## src/urrm_pkg.sv

```systemverilog
// Shared types and constants of the uniform range random mapper.
package urrm_pkg;

   localparam int DataW   = 31;
   localparam int CntW    = 6;
   localparam int DivCntW = 5;
   localparam int CsrAddrW = 3;
   localparam int CsrDataW = 32;

   localparam logic [DataW-1:0] MaxRaw = 31'h7FFF_FFFF;
   localparam logic [DataW-1:0] MinBase = 31'd2;
   localparam logic [DivCntW-1:0] DivLastStep = 5'(DataW - 1);

   localparam logic [DataW-1:0] RangeLimitReset = 31'd100;
   localparam logic [DataW-1:0] DigitBaseReset  = 31'h7FFF_FFFF;

   localparam logic RegRangeLimit = 1'b0;
   localparam logic RegDigitBase  = 1'b1;

   typedef struct packed {
      logic             start;
      logic [DataW-1:0] dividend;
      logic [DataW-1:0] divisor;
   } div_cmd_type;

   typedef struct packed {
      logic             done;
      logic [DataW-1:0] quotient;
      logic [DataW-1:0] remainder;
   } div_res_type;

endpackage

```

## src/urrm_if.sv

```systemverilog
// Valid/ready channel interfaces for raw words and mapped values.
interface urrm_req_if;
   logic                       valid;
   logic                       ready;
   logic [urrm_pkg::DataW-1:0] raw_word;

   modport source (output valid, output raw_word, input ready);
   modport sink (input valid, input raw_word, output ready);
endinterface

interface urrm_rsp_if;
   logic                       valid;
   logic                       ready;
   logic [urrm_pkg::DataW-1:0] value;

   modport source (output valid, output value, input ready);
   modport sink (input valid, input value, output ready);
endinterface

```

## src/urrm_ram.sv

```systemverilog
// Generic single-port-write, single-port-read RAM with registered read data.
module urrm_ram #(
   parameter int WIDTH = 31,
   parameter int DEPTH = 32,
   localparam int AW = (DEPTH > 1) ? $clog2(DEPTH) : 1
) (
   input  logic             clock,
   input  logic             we,
   input  logic [AW-1:0]    waddr,
   input  logic [WIDTH-1:0] wdata,
   input  logic [AW-1:0]    raddr,
   output logic [WIDTH-1:0] rdata
);

   logic [WIDTH-1:0] mem_ff [DEPTH];
   logic [WIDTH-1:0] rdata_ff;

   always_ff @(posedge clock) begin
      if (we) begin
         mem_ff[waddr] <= wdata;
      end
      rdata_ff <= mem_ff[raddr];
   end

   assign rdata = rdata_ff;

endmodule

```

## src/urrm_div.sv

```systemverilog
// Radix-2 restoring divider, one quotient bit per cycle.
module urrm_div (
   input  logic                  clock,
   input  logic                  reset,
   input  urrm_pkg::div_cmd_type cmd,
   output urrm_pkg::div_res_type res
);

   logic                         busy_ff, busy_in;
   logic                         done_ff, done_in;
   logic [urrm_pkg::DivCntW-1:0] step_ff, step_in;
   logic [urrm_pkg::DataW-1:0]   quo_ff, quo_in;
   logic [urrm_pkg::DataW-1:0]   rem_ff, rem_in;
   logic [urrm_pkg::DataW-1:0]   dvs_ff, dvs_in;
   logic [urrm_pkg::DataW:0]     rem_sh;
   logic [urrm_pkg::DataW:0]     rem_sub;
   logic                         fits;

   always_comb begin
      busy_in = busy_ff;
      done_in = 1'b0;
      step_in = step_ff;
      quo_in  = quo_ff;
      rem_in  = rem_ff;
      dvs_in  = dvs_ff;
      rem_sh  = {rem_ff, quo_ff[urrm_pkg::DataW-1]};
      fits    = rem_sh >= {1'b0, dvs_ff};
      rem_sub = rem_sh - {1'b0, dvs_ff};
      if (cmd.start) begin
         busy_in = 1'b1;
         step_in = '0;
         quo_in  = cmd.dividend;
         rem_in  = '0;
         dvs_in  = cmd.divisor;
      end else if (busy_ff) begin
         quo_in  = {quo_ff[urrm_pkg::DataW-2:0], fits};
         rem_in  = fits ? rem_sub[urrm_pkg::DataW-1:0] : rem_sh[urrm_pkg::DataW-1:0];
         step_in = step_ff + 1'b1;
         if (step_ff == urrm_pkg::DivLastStep) begin
            busy_in = 1'b0;
            done_in = 1'b1;
         end
      end
   end

   always_ff @(posedge clock) begin
      if (reset) begin
         busy_ff <= 1'b0;
         done_ff <= 1'b0;
         step_ff <= '0;
      end else begin
         busy_ff <= busy_in;
         done_ff <= done_in;
         step_ff <= step_in;
      end
      quo_ff <= quo_in;
      rem_ff <= rem_in;
      dvs_ff <= dvs_in;
   end

   assign res.done      = done_ff;
   assign res.quotient  = quo_ff;
   assign res.remainder = rem_ff;

endmodule

```

## src/uniform_range_random_mapper.sv

```systemverilog
// Top level of the uniform range random mapper.
//
//   channel   direction  handshake      payload
//   req_bus   in         valid/ready    raw_word  (31 bit)
//   rsp_bus   out        valid/ready    value     (31 bit)
//   csr_*     in         APB write/read range_limit @0x0, digit_base @0x4
//
// Each raw word passes through the shared bit-serial divider and then updates the
// digit walk; a word that completes a value also loads the output register.
// After reset and after every register write the divider derives the bucket
// size and the digits of range_limit-1, one division per digit, during
// which req_bus.ready stays low. A waiting result does not block the next
// beat; a second result waits until the output register is free.
module uniform_range_random_mapper #(
   parameter int MAX_DIGITS = 32
) (
   input  logic                          clock,
   input  logic                          reset,
   urrm_req_if.sink                      req_bus,
   urrm_rsp_if.source                    rsp_bus,
   input  logic                          csr_psel,
   input  logic                          csr_penable,
   input  logic                          csr_pwrite,
   input  logic [urrm_pkg::CsrAddrW-1:0] csr_paddr,
   input  logic [urrm_pkg::CsrDataW-1:0] csr_pwdata,
   output logic [urrm_pkg::CsrDataW-1:0] csr_prdata,
   output logic                          csr_pready
);

   localparam int AW = (MAX_DIGITS > 1) ? $clog2(MAX_DIGITS) : 1;
   localparam logic [urrm_pkg::CntW-1:0] DigMax = urrm_pkg::CntW'(MAX_DIGITS);

   typedef enum logic [2:0] {
      S_BKT_GO,
      S_BKT_WAIT,
      S_DIG_GO,
      S_DIG_WAIT,
      S_IDLE,
      S_ITEM_WAIT,
      S_EMIT
   } state_type;

   state_type                    state_ff, state_in;
   logic [urrm_pkg::DataW-1:0]   range_limit_ff, range_limit_in;
   logic [urrm_pkg::DataW-1:0]   digit_base_ff, digit_base_in;
   logic [urrm_pkg::DataW-1:0]   base_ff, base_in;
   logic [urrm_pkg::DataW-1:0]   bmax_ff, bmax_in;
   logic [urrm_pkg::DataW-1:0]   bucket_ff, bucket_in;
   logic [urrm_pkg::DataW-1:0]   top_ff, top_in;
   logic [urrm_pkg::CntW-1:0]    dcnt_ff, dcnt_in;
   logic [urrm_pkg::CntW-1:0]    count_ff, count_in;
   logic                         sat_ff, sat_in;
   logic [urrm_pkg::CntW-1:0]    pos_ff, pos_in;
   logic                         tight_ff, tight_in;
   logic [urrm_pkg::DataW-1:0]   partial_ff, partial_in;
   logic [urrm_pkg::DataW-1:0]   prod_ff, prod_in;
   logic                         rsp_valid_ff, rsp_valid_in;
   logic [urrm_pkg::DataW-1:0]   rsp_value_ff, rsp_value_in;

   logic                         csr_wr;
   logic                         req_accept;
   logic [urrm_pkg::DataW-1:0]   eff_base;
   logic [urrm_pkg::DataW-1:0]   mul_low;
   logic [urrm_pkg::DataW-1:0]   digit;
   logic [urrm_pkg::DataW-1:0]   bound;
   logic [urrm_pkg::CntW-1:0]    pos_next;
   logic [urrm_pkg::CntW-1:0]    dcnt_next;
   logic [urrm_pkg::CntW-1:0]    rd_idx;
   logic                         ram_we;
   logic [urrm_pkg::DataW-1:0]   ram_rdata;
   urrm_pkg::div_cmd_type        div_cmd;
   urrm_pkg::div_res_type        div_res;

   assign csr_wr     = csr_psel & csr_penable & csr_pwrite & csr_pready;
   assign csr_pready = 1'b1;
   assign csr_prdata = (csr_paddr[2] == urrm_pkg::RegDigitBase) ?
                       {1'b0, digit_base_ff} : {1'b0, range_limit_ff};

   assign req_bus.ready = (state_ff == S_IDLE);
   assign req_accept    = req_bus.valid & req_bus.ready;
   assign rsp_bus.valid = rsp_valid_ff;
   assign rsp_bus.value = rsp_value_ff;

   assign eff_base = (digit_base_ff > urrm_pkg::MaxRaw) ? urrm_pkg::MaxRaw :
                     (digit_base_ff < urrm_pkg::MinBase) ? urrm_pkg::MinBase : digit_base_ff;
   assign mul_low   = partial_ff * base_ff;
   assign digit     = div_res.quotient;
   assign bound     = sat_ff ? bmax_ff : ram_rdata;
   assign pos_next  = pos_ff + 1'b1;
   assign dcnt_next = dcnt_ff + 1'b1;
   assign rd_idx    = count_ff - 1'b1 - pos_ff;
   assign ram_we    = (state_ff == S_DIG_WAIT) && div_res.done && (dcnt_ff < DigMax);

   always_comb begin
      div_cmd.start    = 1'b0;
      div_cmd.dividend = req_bus.raw_word;
      div_cmd.divisor  = bucket_ff;
      case (state_ff)
         S_BKT_GO: begin
            div_cmd.start    = 1'b1;
            div_cmd.dividend = urrm_pkg::MaxRaw;
            div_cmd.divisor  = eff_base;
         end
         S_DIG_GO: begin
            div_cmd.start    = 1'b1;
            div_cmd.dividend = top_ff;
            div_cmd.divisor  = base_ff;
         end
         S_IDLE: begin
            div_cmd.start = req_accept;
         end
         default: begin
            div_cmd.start = 1'b0;
         end
      endcase
   end

   always_comb begin
      state_in       = state_ff;
      range_limit_in = range_limit_ff;
      digit_base_in  = digit_base_ff;
      base_in        = base_ff;
      bmax_in        = bmax_ff;
      bucket_in      = bucket_ff;
      top_in         = top_ff;
      dcnt_in        = dcnt_ff;
      count_in       = count_ff;
      sat_in         = sat_ff;
      pos_in         = pos_ff;
      tight_in       = tight_ff;
      partial_in     = partial_ff;
      prod_in        = mul_low;
      rsp_valid_in   = rsp_valid_ff & ~rsp_bus.ready;
      rsp_value_in   = rsp_value_ff;

      case (state_ff)
         S_BKT_GO: begin
            base_in  = eff_base;
            bmax_in  = eff_base - 1'b1;
            state_in = S_BKT_WAIT;
         end
         S_BKT_WAIT: begin
            if (div_res.done) begin
               bucket_in = (div_res.quotient == '0) ? urrm_pkg::DataW'(1) : div_res.quotient;
               top_in    = (range_limit_ff == '0) ? '0 : range_limit_ff - 1'b1;
               dcnt_in   = '0;
               state_in  = S_DIG_GO;
            end
         end
         S_DIG_GO: begin
            state_in = S_DIG_WAIT;
         end
         S_DIG_WAIT: begin
            if (div_res.done) begin
               dcnt_in = dcnt_next;
               top_in  = div_res.quotient;
               if (div_res.quotient == '0) begin
                  sat_in   = dcnt_next > DigMax;
                  count_in = (dcnt_next > DigMax) ? DigMax : dcnt_next;
                  state_in = S_IDLE;
               end else begin
                  state_in = S_DIG_GO;
               end
            end
         end
         S_IDLE: begin
            if (req_accept) begin
               state_in = S_ITEM_WAIT;
            end
         end
         S_ITEM_WAIT: begin
            if (div_res.done) begin
               state_in = S_IDLE;
               if (digit >= base_ff) begin
                  state_in = S_IDLE;
               end else if (pos_ff >= count_ff || (tight_ff && digit > bound)) begin
                  pos_in     = '0;
                  tight_in   = 1'b1;
                  partial_in = '0;
               end else begin
                  tight_in   = tight_ff && (digit == bound);
                  partial_in = prod_ff + digit;
                  pos_in     = pos_next;
                  if (pos_next >= count_ff) begin
                     state_in = S_EMIT;
                  end
               end
            end
         end
         S_EMIT: begin
            if (!rsp_valid_ff || rsp_bus.ready) begin
               rsp_valid_in = 1'b1;
               rsp_value_in = partial_ff;
               pos_in       = '0;
               tight_in     = 1'b1;
               partial_in   = '0;
               state_in     = S_IDLE;
            end
         end
         default: begin
            state_in = S_BKT_GO;
         end
      endcase

      if (csr_wr) begin
         if (csr_paddr[2] == urrm_pkg::RegDigitBase) begin
            digit_base_in = csr_pwdata[urrm_pkg::DataW-1:0];
         end else begin
            range_limit_in = csr_pwdata[urrm_pkg::DataW-1:0];
         end
         pos_in     = '0;
         tight_in   = 1'b1;
         partial_in = '0;
         state_in   = S_BKT_GO;
      end
   end

   always_ff @(posedge clock) begin
      if (reset) begin
         state_ff       <= S_BKT_GO;
         range_limit_ff <= urrm_pkg::RangeLimitReset;
         digit_base_ff  <= urrm_pkg::DigitBaseReset;
         pos_ff         <= '0;
         tight_ff       <= 1'b1;
         partial_ff     <= '0;
         rsp_valid_ff   <= 1'b0;
      end else begin
         state_ff       <= state_in;
         range_limit_ff <= range_limit_in;
         digit_base_ff  <= digit_base_in;
         pos_ff         <= pos_in;
         tight_ff       <= tight_in;
         partial_ff     <= partial_in;
         rsp_valid_ff   <= rsp_valid_in;
      end
      base_ff      <= base_in;
      bmax_ff      <= bmax_in;
      bucket_ff    <= bucket_in;
      top_ff       <= top_in;
      dcnt_ff      <= dcnt_in;
      count_ff     <= count_in;
      sat_ff       <= sat_in;
      prod_ff      <= prod_in;
      rsp_value_ff <= rsp_value_in;
   end

   urrm_div u_div (
      .clock (clock),
      .reset (reset),
      .cmd   (div_cmd),
      .res   (div_res)
   );

   urrm_ram #(
      .WIDTH (urrm_pkg::DataW),
      .DEPTH (MAX_DIGITS)
   ) u_bound_ram (
      .clock (clock),
      .we    (ram_we),
      .waddr (dcnt_ff[AW-1:0]),
      .wdata (div_res.remainder),
      .raddr (rd_idx[AW-1:0]),
      .rdata (ram_rdata)
   );

endmodule

```

## src/flat_wrapper.sv

```systemverilog
// flat-port wrapper written by rule: the top's interface ports become plain ports
module uniform_range_random_mapper_flat 
#(
   parameter int MAX_DIGITS = 32
)
  (clock, reset, csr_psel, csr_penable, csr_pwrite, csr_paddr, csr_pwdata, csr_prdata, csr_pready, req_bus_valid, req_bus_raw_word, req_bus_ready, rsp_bus_valid, rsp_bus_value, rsp_bus_ready);
  urrm_req_if req_bus_i ();
  urrm_rsp_if rsp_bus_i ();
  input  logic clock;
  input  logic reset;
  input  logic csr_psel;
  input  logic csr_penable;
  input  logic csr_pwrite;
  input  logic [urrm_pkg::CsrAddrW-1:0] csr_paddr;
  input  logic [urrm_pkg::CsrDataW-1:0] csr_pwdata;
  output logic [urrm_pkg::CsrDataW-1:0] csr_prdata;
  output logic csr_pready;
  input wire logic [$bits(req_bus_i.valid)-1:0] req_bus_valid;
  input wire logic [$bits(req_bus_i.raw_word)-1:0] req_bus_raw_word;
  output wire logic [$bits(req_bus_i.ready)-1:0] req_bus_ready;
  output wire logic [$bits(rsp_bus_i.valid)-1:0] rsp_bus_valid;
  output wire logic [$bits(rsp_bus_i.value)-1:0] rsp_bus_value;
  input wire logic [$bits(rsp_bus_i.ready)-1:0] rsp_bus_ready;
  assign req_bus_i.valid = req_bus_valid;
  assign req_bus_i.raw_word = req_bus_raw_word;
  assign req_bus_ready = req_bus_i.ready;
  assign rsp_bus_valid = rsp_bus_i.valid;
  assign rsp_bus_value = rsp_bus_i.value;
  assign rsp_bus_i.ready = rsp_bus_ready;
  uniform_range_random_mapper #(.MAX_DIGITS(MAX_DIGITS)) u_core (.clock(clock), .reset(reset), .req_bus(req_bus_i), .rsp_bus(rsp_bus_i), .csr_psel(csr_psel), .csr_penable(csr_penable), .csr_pwrite(csr_pwrite), .csr_paddr(csr_paddr), .csr_pwdata(csr_pwdata), .csr_prdata(csr_prdata), .csr_pready(csr_pready));
endmodule
```

## config.mk

```make
export PLATFORM = sky130hd
export DESIGN_NAME = uniform_range_random_mapper_flat
export DESIGN_NICKNAME = d
export VERILOG_FILES = /design/src/urrm_pkg.sv /design/src/urrm_if.sv /design/src/urrm_ram.sv /design/src/urrm_div.sv /design/src/uniform_range_random_mapper.sv /design/src/flat_wrapper.sv
export SDC_FILE = /design/constraint.sdc
export NUM_CORES = 2
export LEC_CHECK = 0
export BUFFER_PORTS_ARGS = -buffer_cell sky130_fd_sc_hd__buf_2
export CAP_MARGIN = 0
export CORE_MARGIN = 2
export CORE_UTILIZATION = 55
export DETAILED_ROUTE_END_ITERATION = 16
export GPL_ROUTABILITY_DRIVEN = 0
export PLACE_DENSITY = 0.74
export SLEW_MARGIN = 10
export SYNTH_ARGS = -nofsm -noshare
export SYNTH_HDL_FRONTEND = slang
export SYNTH_SLANG_ARGS = --single-unit
export TNS_END_PERCENT = 10
```

## constraint.sdc

```tcl
create_clock -name clock -period 6.3 [get_ports clock]
set_input_delay 1.26 -clock clock [delete_from_list [all_inputs] [get_ports clock]]
set_output_delay 1.26 -clock clock [all_outputs]
set_load 0.02 [all_outputs]
```

# --- Word-level counts from Yosys, hierarchy flattened ---
# Memories as Yosys holds them, arrays and structs flattened. A register that Yosys moved wholly into a read port is not among the register bits.
# Index checks and enable logic that the tools add are counted.
# W data, S select, Z words.
word_totals:
  n_memories: 1
  out_inout_bits: 66
  inputBits: 73
  wordCells: 137
  ff_bits: 403
  ramBits: 992
memory_table:
  columns: ["name", "words", "width", "rd", "rd_clocked_by_memory_dff", "wr", "line_no", "source"]
  rows:
  - ["u_core.u_bound_ram.mem_ff", 32, 31, 1, 1, 1, "urrm_ram.sv:15", "logic [WIDTH-1:0] mem_ff [DEPTH];"]
op_classes:
  n_mul: 1
  reduce_logical: 25
  add_sub_neg: 9
  n_eq_ne: 14
  n_lt_le_gt_ge: 9
  muxes: 49
  bitwise: 7
op_table:
  columns: ["cell", "count"]
  rows:
  - ["$mux W31", 14]
  - ["$pmux W31 S2", 2]
  - ["$pmux W62 S2", 1]
  - ["$logic_not A31 Y1", 2]
  - ["$sub A31 B1 Y31 const B", 2]
  - ["$mux W6", 6]
  - ["$ge A32 B31 Y1", 1]
  - ["$add A31 B31 Y31", 1]
  - ["$eq A31 B31 Y1", 1]
  - ["$ge A31 B31 Y1", 1]
  - ["$gt A31 B31 Y1", 1]
  - ["$gt A31 B31 Y1 const B", 1]
  - ["$lt A31 B2 Y1 const B", 1]
  - ["$mul A31 B31 Y31", 1]
  - ["$sub A31 B31 Y31", 1]
  - ["$mux W3", 8]
  - ["$pmux W6 S2", 2]
  - ["$pmux W3 S7", 1]
  - ["$add A6 B1 Y6 const B", 2]
  - ["$ge A6 B6 Y1", 2]
  - ["$mux W1", 12]
  - ["$ne A2 B2 Y1 const B", 5]
  - ["$eq A3 B3 Y1 const B", 3]
  - ["$reduce_and A2 Y1", 4]
  - ["other kinds (23)", 39]

# --- Longest topological paths before layout ---
logic_depth:
  depth_word: 8
  ltp_mapped: 26
  ltp_nobuf: 24

# --- Modules after synthesis ---
# From an unflattened synthesis, not the netlist that was laid out.
hier_totals:
  hier_cells: 6200
  hier_area_um2: 76364.5
modules_own_cells:
  columns: ["module", "cells_each", "n_inst", "area_per_inst_um2", "seq_area_each_um2"]
  rows:
  - ["urrm_ram", 2192, 1, 39163.8, 30409.2]
  - ["uniform_range_random_mapper", 3421, 1, 31372.6, 7747.4]
  - ["urrm_div", 587, 1, 5828.1, 2622.5]

# --- Least setup slack after synthesis ---
# OpenSTA, ideal clock, no wires.
synth_path:
  path_type: "reg-to-reg"
  start: "register u_core.partial_ff[5] (netlist name)"
  end: "register u_core.prod_ff[30] (netlist name)"
  arrival_ps: 6509
  setup_time_ps: 121
  synth_period_minus_slack_ps: 6629
  t_required_ps: 6179
  setup_slack_ps: -329
  n_path_buf: 2
  stages_incl_launch_ff: 24
  cell_sequence: "dfxtp_1 -> clkbuf_1 -> clkbuf_1 -> nand2_1 -> fa_1 -> inv_1 -> fa_1 -> fa_1 -> inv_1 -> fa_1 -> inv_1 -> fa_1 -> ha_1 -> fa_1 -> fa_1 -> ha_1 -> a21o_1 -> a221oi_1 -> o21ai_0 -> a41o_1 -> o311ai_0 -> and2_1 -> o21ai_0 -> xnor2_1"
synth_via:
  elab_chain_cells: 1
synth_rtl:
  columns: ["element", "line_no", "source"]
  rows:
  - ["start: declaration", "uniform_range_random_mapper.sv:55", "logic [urrm_pkg::DataW-1:0] partial_ff, partial_in;"]
  - ["start signal: assignment", "uniform_range_random_mapper.sv:233", "partial_ff <= partial_in;"]
  - ["$mul A31 B31 Y31", "uniform_range_random_mapper.sv:86", "assign mul_low = partial_ff * base_ff;"]
  - ["named net u_core.mul_low (one bit)", "uniform_range_random_mapper.sv:63", "logic [urrm_pkg::DataW-1:0] mul_low;"]
  - ["end signal: assignment", "uniform_range_random_mapper.sv:243", "prod_ff <= prod_in;"]
  - ["end: declaration", "uniform_range_random_mapper.sv:56", "logic [urrm_pkg::DataW-1:0] prod_ff, prod_in;"]
# The timed path passes the listed nets, and every way through them passes these cells.
# A chain may end at the register's enable or synchronous reset.

# --- Worst setup path in the final report ---
layout_path:
  start: "register u_core.base_ff[5] (netlist name)"
  end: "register u_core.prod_ff[28] (netlist name)"
layout_via:
  elab_chain_cells: 1
layout_rtl:
  columns: ["element", "line_no", "source"]
  rows:
  - ["start: declaration", "uniform_range_random_mapper.sv:46", "logic [urrm_pkg::DataW-1:0] base_ff, base_in;"]
  - ["start signal: assignment", "uniform_range_random_mapper.sv:236", "base_ff <= base_in;"]
  - ["$mul A31 B31 Y31", "uniform_range_random_mapper.sv:86", null]
  - ["named net u_core.mul_low (one bit)", "uniform_range_random_mapper.sv:63", null]
# The timed path passes the listed nets, and every way through them passes these cells.

==> results.sh <==
export IMPL_post_place_cells=7264
export IMPL_synth_fp_nets=6099
export IMPL_netlist_instances=5376
export IMPL_ys_seq_elements=1426
export IMPL_avgRoutedWirePerCell_um=27.1
export IMPL_crit_fanout=7
export IMPL_ff2ff_path_depth=24
export IMPL_p_clk_share_pct=43.1
export IMPL_p_sw_share_pct=22.7
export IMPL_nets=6368
export IMPL_cts_path_max_buffers=3
export IMPL_start_kind="register"
export IMPL_rsz0062_at_grt="yes"
export IMPL_yosysMostFrequentCell="edfxtp_1"
export IMPL_syn_to_final_growth_pct=13.2
export IMPL_ctsHoldBuffers=0
export IMPL_timing_hold_worst_path_depth=2
export IMPL_tritoncts="done"
export IMPL_status="complete, but fails checks"
export IMPL_io_pins=139
export IMPL_top_register="u_core.u_bound_ram.mem_ff"
export IMPL_grt_max_degree=112
export IMPL_avgSynthCellArea_um2=13.9
export IMPL_layout_cells_non_filler=7548
export IMPL_place_area_um2=79400
export IMPL_clock_sinks=1426
export IMPL_synthTopCellsByArea="edfxtp_1 (49%), fa_1 (10%), mux4_2 (9.3%)"
export IMPL_crit_cells=24
export IMPL_drive_above_1_share_pct=21.1
export IMPL_crit_path_frequent_cell="fa_1"
export IMPL_die_width_um=373
export IMPL_finalPower_uw=20100
export IMPL_setup_slack_ns=-0.256
export IMPL_synth_edff_count=1222
export IMPL_critPathMaxStageDelay_ns=0.55
export IMPL_synth_top_area_cell="edfxtp_1"
export IMPL_ys_seq_area_share_pct=54.5
export IMPL_failed_checks="setup timing"
export IMPL_period_share_pct=104
export IMPL_clkTransAtPathRegs_ns=0.06
export IMPL_drc=0
export IMPL_min_path_type="register to register"
export IMPL_p_comb_share_pct=4.1
export IMPL_maxCapViolations=0
export IMPL_grt_overflow=0
export IMPL_die_h_um=373
export IMPL_largest_reg_flops=992
export IMPL_r2r_slack_ns=-0.26
export IMPL_setup_worst_path_end_class="register"
export IMPL_cp_arrival_ns=7.20
export IMPL_drt_wl_total_um=204000
export IMPL_hold_viol=0
export IMPL_avgViaCountPerCell=6.16
export IMPL_synthTopCellsByCount="edfxtp_1 (1222), nand2_1 (535), inv_1 (447)"
export IMPL_place_detailed_hpwl_um=135000
export IMPL_crit_family="adder cells"
export IMPL_core_area_um2=135000
export IMPL_design_area_um2=84700
export IMPL_relSlewSlack_pct=13.2
export IMPL_synthDistinctLibCells=73
export IMPL_h_tree_depth=4
export IMPL_rows=135
export IMPL_slowest_stage="fa_2"
export IMPL_synth_top_area_share_pct=49.0
export IMPL_synth_ff_type="edfxtp_1"
export IMPL_switchingPower_uw=4580
export IMPL_slew_violations=0
export IMPL_path_class="register to register"
export IMPL_yosysWarnings=0
export IMPL_max_freq_ghz=0.153
export IMPL_antenna_found_initial=4
export IMPL_dieArea_um2=139000
export IMPL_p_seq_share_pct=52.7
export IMPL_vdd_drop_max_mv=0.322
export IMPL_grt_pass1_vias=47500
export IMPL_final_antenna_net_count=0
export IMPL_fin_crit_ns=6.56
export IMPL_insertion_delay_ns=0.78
export IMPL_drtIter0Drc=5521
export IMPL_grt_pass1_wl_um=304000
export IMPL_cts_buffers=145
export IMPL_portBuffers=133
export IMPL_finalSetupViolations=11
export IMPL_hold_slack_ns=0.498
export IMPL_dr_pass1_iters=8
export IMPL_p_leak_uw=0.0320
export IMPL_internal_power_uw=15600
export IMPL_cp_required_ns=6.94
export IMPL_root_buffer="clkbuf_16"
export IMPL_power_density_nw_per_um2=238
export IMPL_skew_ns=0.0315
export IMPL_track_usage_pct=29.6
export IMPL_syn_area_um2=74800
export IMPL_path_cells="buf_6, buf_6, and2_4, fa_1, fa_2, fa_1, inv_1, fa_1, inv_1, fa_1, inv_2, fa_1, inv_1, fa_2, fa_2, ha_4, a21oi_4, nor2b_2, a41o_1, o311ai_4, and2_4, buf_4, nor2_2, xor2_1"
export IMPL_via_count=46500
export IMPL_worst_pin_slew_ns=1.30
export IMPL_critPathBufInv=7
export IMPL_synthArstFlopShare_pct=0
export IMPL_start_util_pct=55.3
==> power by group through the flow <==
| stage | combinational (uW) | clock (uW) | sequential, uW |
|---|---|---|---|
| 6_report | 832 | 8690 | 10600 |
| 5_1_grt | 905 | 9090 | 10600 |
| 4_1_cts | 816 | 8760 | 10600 |
| 3_5_place_dp | 805 | 0 | 10800 |
| 3_3_place_gp | 786 | 0 | 10800 |
| 2_1_floorplan | 545 | 0 | 10700 |
==> worst register-to-register path, delay by kind of cell (launching register included) <==
kind            cells  cell delay, ns
compound gates      3            0.68
xor+xnor            1            0.14
fa+ha+maj           9            4.20
buf+inv             7            0.58
flops               1            0.40
simple gates        4            0.45
==> metrics by stage <==
step / TNS [ns] / utilization (%) / setup WS (ns)
after detailed placement: -3.15 / 58.7 / -0.457
after global placement: -2.64 / 58.7 / -0.380
after CTS: -2.15 / 62.5 / -0.303
final: -1.68 / 62.6 / -0.256
after floorplan: 0 / - / 0.00788
after global routing: -4.38 / 62.6 / -0.488
==> area by class of cell <==
| class | instances | area [um^2] |
|---|---|---|
| Fill cell | 9517 | 50600 |
| Inverter | 447 | 1680 |
| Antenna cell | 2 | 5.00 |
| Clock buffer | 191 | 4010 |
| Clock inverter | 76 | 792 |
| Tap cell | 1781 | 2230 |
| Timing Repair Buffer | 458 | 3460 |
| Sequential cell | 1426 | 40800 |
| Multi-Input combinational cell | 3167 | 31700 |
==> what timing repair did <==
| action | 4_1_cts | 5_1_grt |
|---|---|---|
| pin swaps | 47 | 41 |
| endpoints found under the setup margin | 11 | 14 |
| buffers inserted | 12 | 2 |
| resized for setup | 47 | 35 |
==> worst paths after layout <==
kind,start,end
worst min-delay path,u_core.range_limit_ff[27]$_SDFFE_PP0P_,u_core.range_limit_ff[27]$_SDFFE_PP0P_
worst max-delay path,u_core.base_ff[5]$_DFFE_PP_,u_core.prod_ff[28]$_DFF_P_
worst max register to register,u_core.base_ff[5]$_DFFE_PP_,u_core.prod_ff[28]$_DFF_P_
worst min register to register,u_core.range_limit_ff[27]$_SDFFE_PP0P_,u_core.range_limit_ff[27]$_SDFFE_PP0P_
==> placed cells by master (no fill, tap or decap), types with 33 or more instances in the layout <==
cell type,netlist,routed
a21oi_1,170,162
nand3_1,41,41
clkbuf_16,0,149
mux2i_1,80,80
edfxtp_1,1222,1222
nand3b_1,70,70
nor2_4,0,36
a21o_1,35,34
xor2_1,71,71
ha_1,267,254
o21ai_0,156,149
mux4_2,310,310
mux2_2,63,63
dfxtp_1,204,191
buf_4,2,290
xnor2_1,127,124
fa_1,383,371
o21ai_2,29,33
and2_1,261,255
nor2_1,203,162
nand2_1,535,535
buf_2,1,133
inv_1,447,445
nor3_1,37,33
==> kinds of logic after synthesis <==
| kind of cell | synth area share [%] |
|---|---|
| buffers and inverters | 3.97 |
| muxes | 11.4 |
| and+or+nand+nor | 8.45 |
| AOI/OAI and AO/OA | 4.69 |
| other | 0.0100 |
| adders and majority gates | 14.7 |
| DFF | 54.5 |
| xor gates and xnor gates | 2.32 |
==> layer usage <==
metal / vias to the layer above / track usage (%) / share of wire (%)
met1: 23600 / 39.4 / 37
met4: 6 / 13.0 / 4.7
met5: - / 0 / 0.022
met3: 486 / 5.22 / 9.5
met2: 2631 / 48.1 / 49
li1: 19700 / - / -
Power figures use the tool's default switching activity.
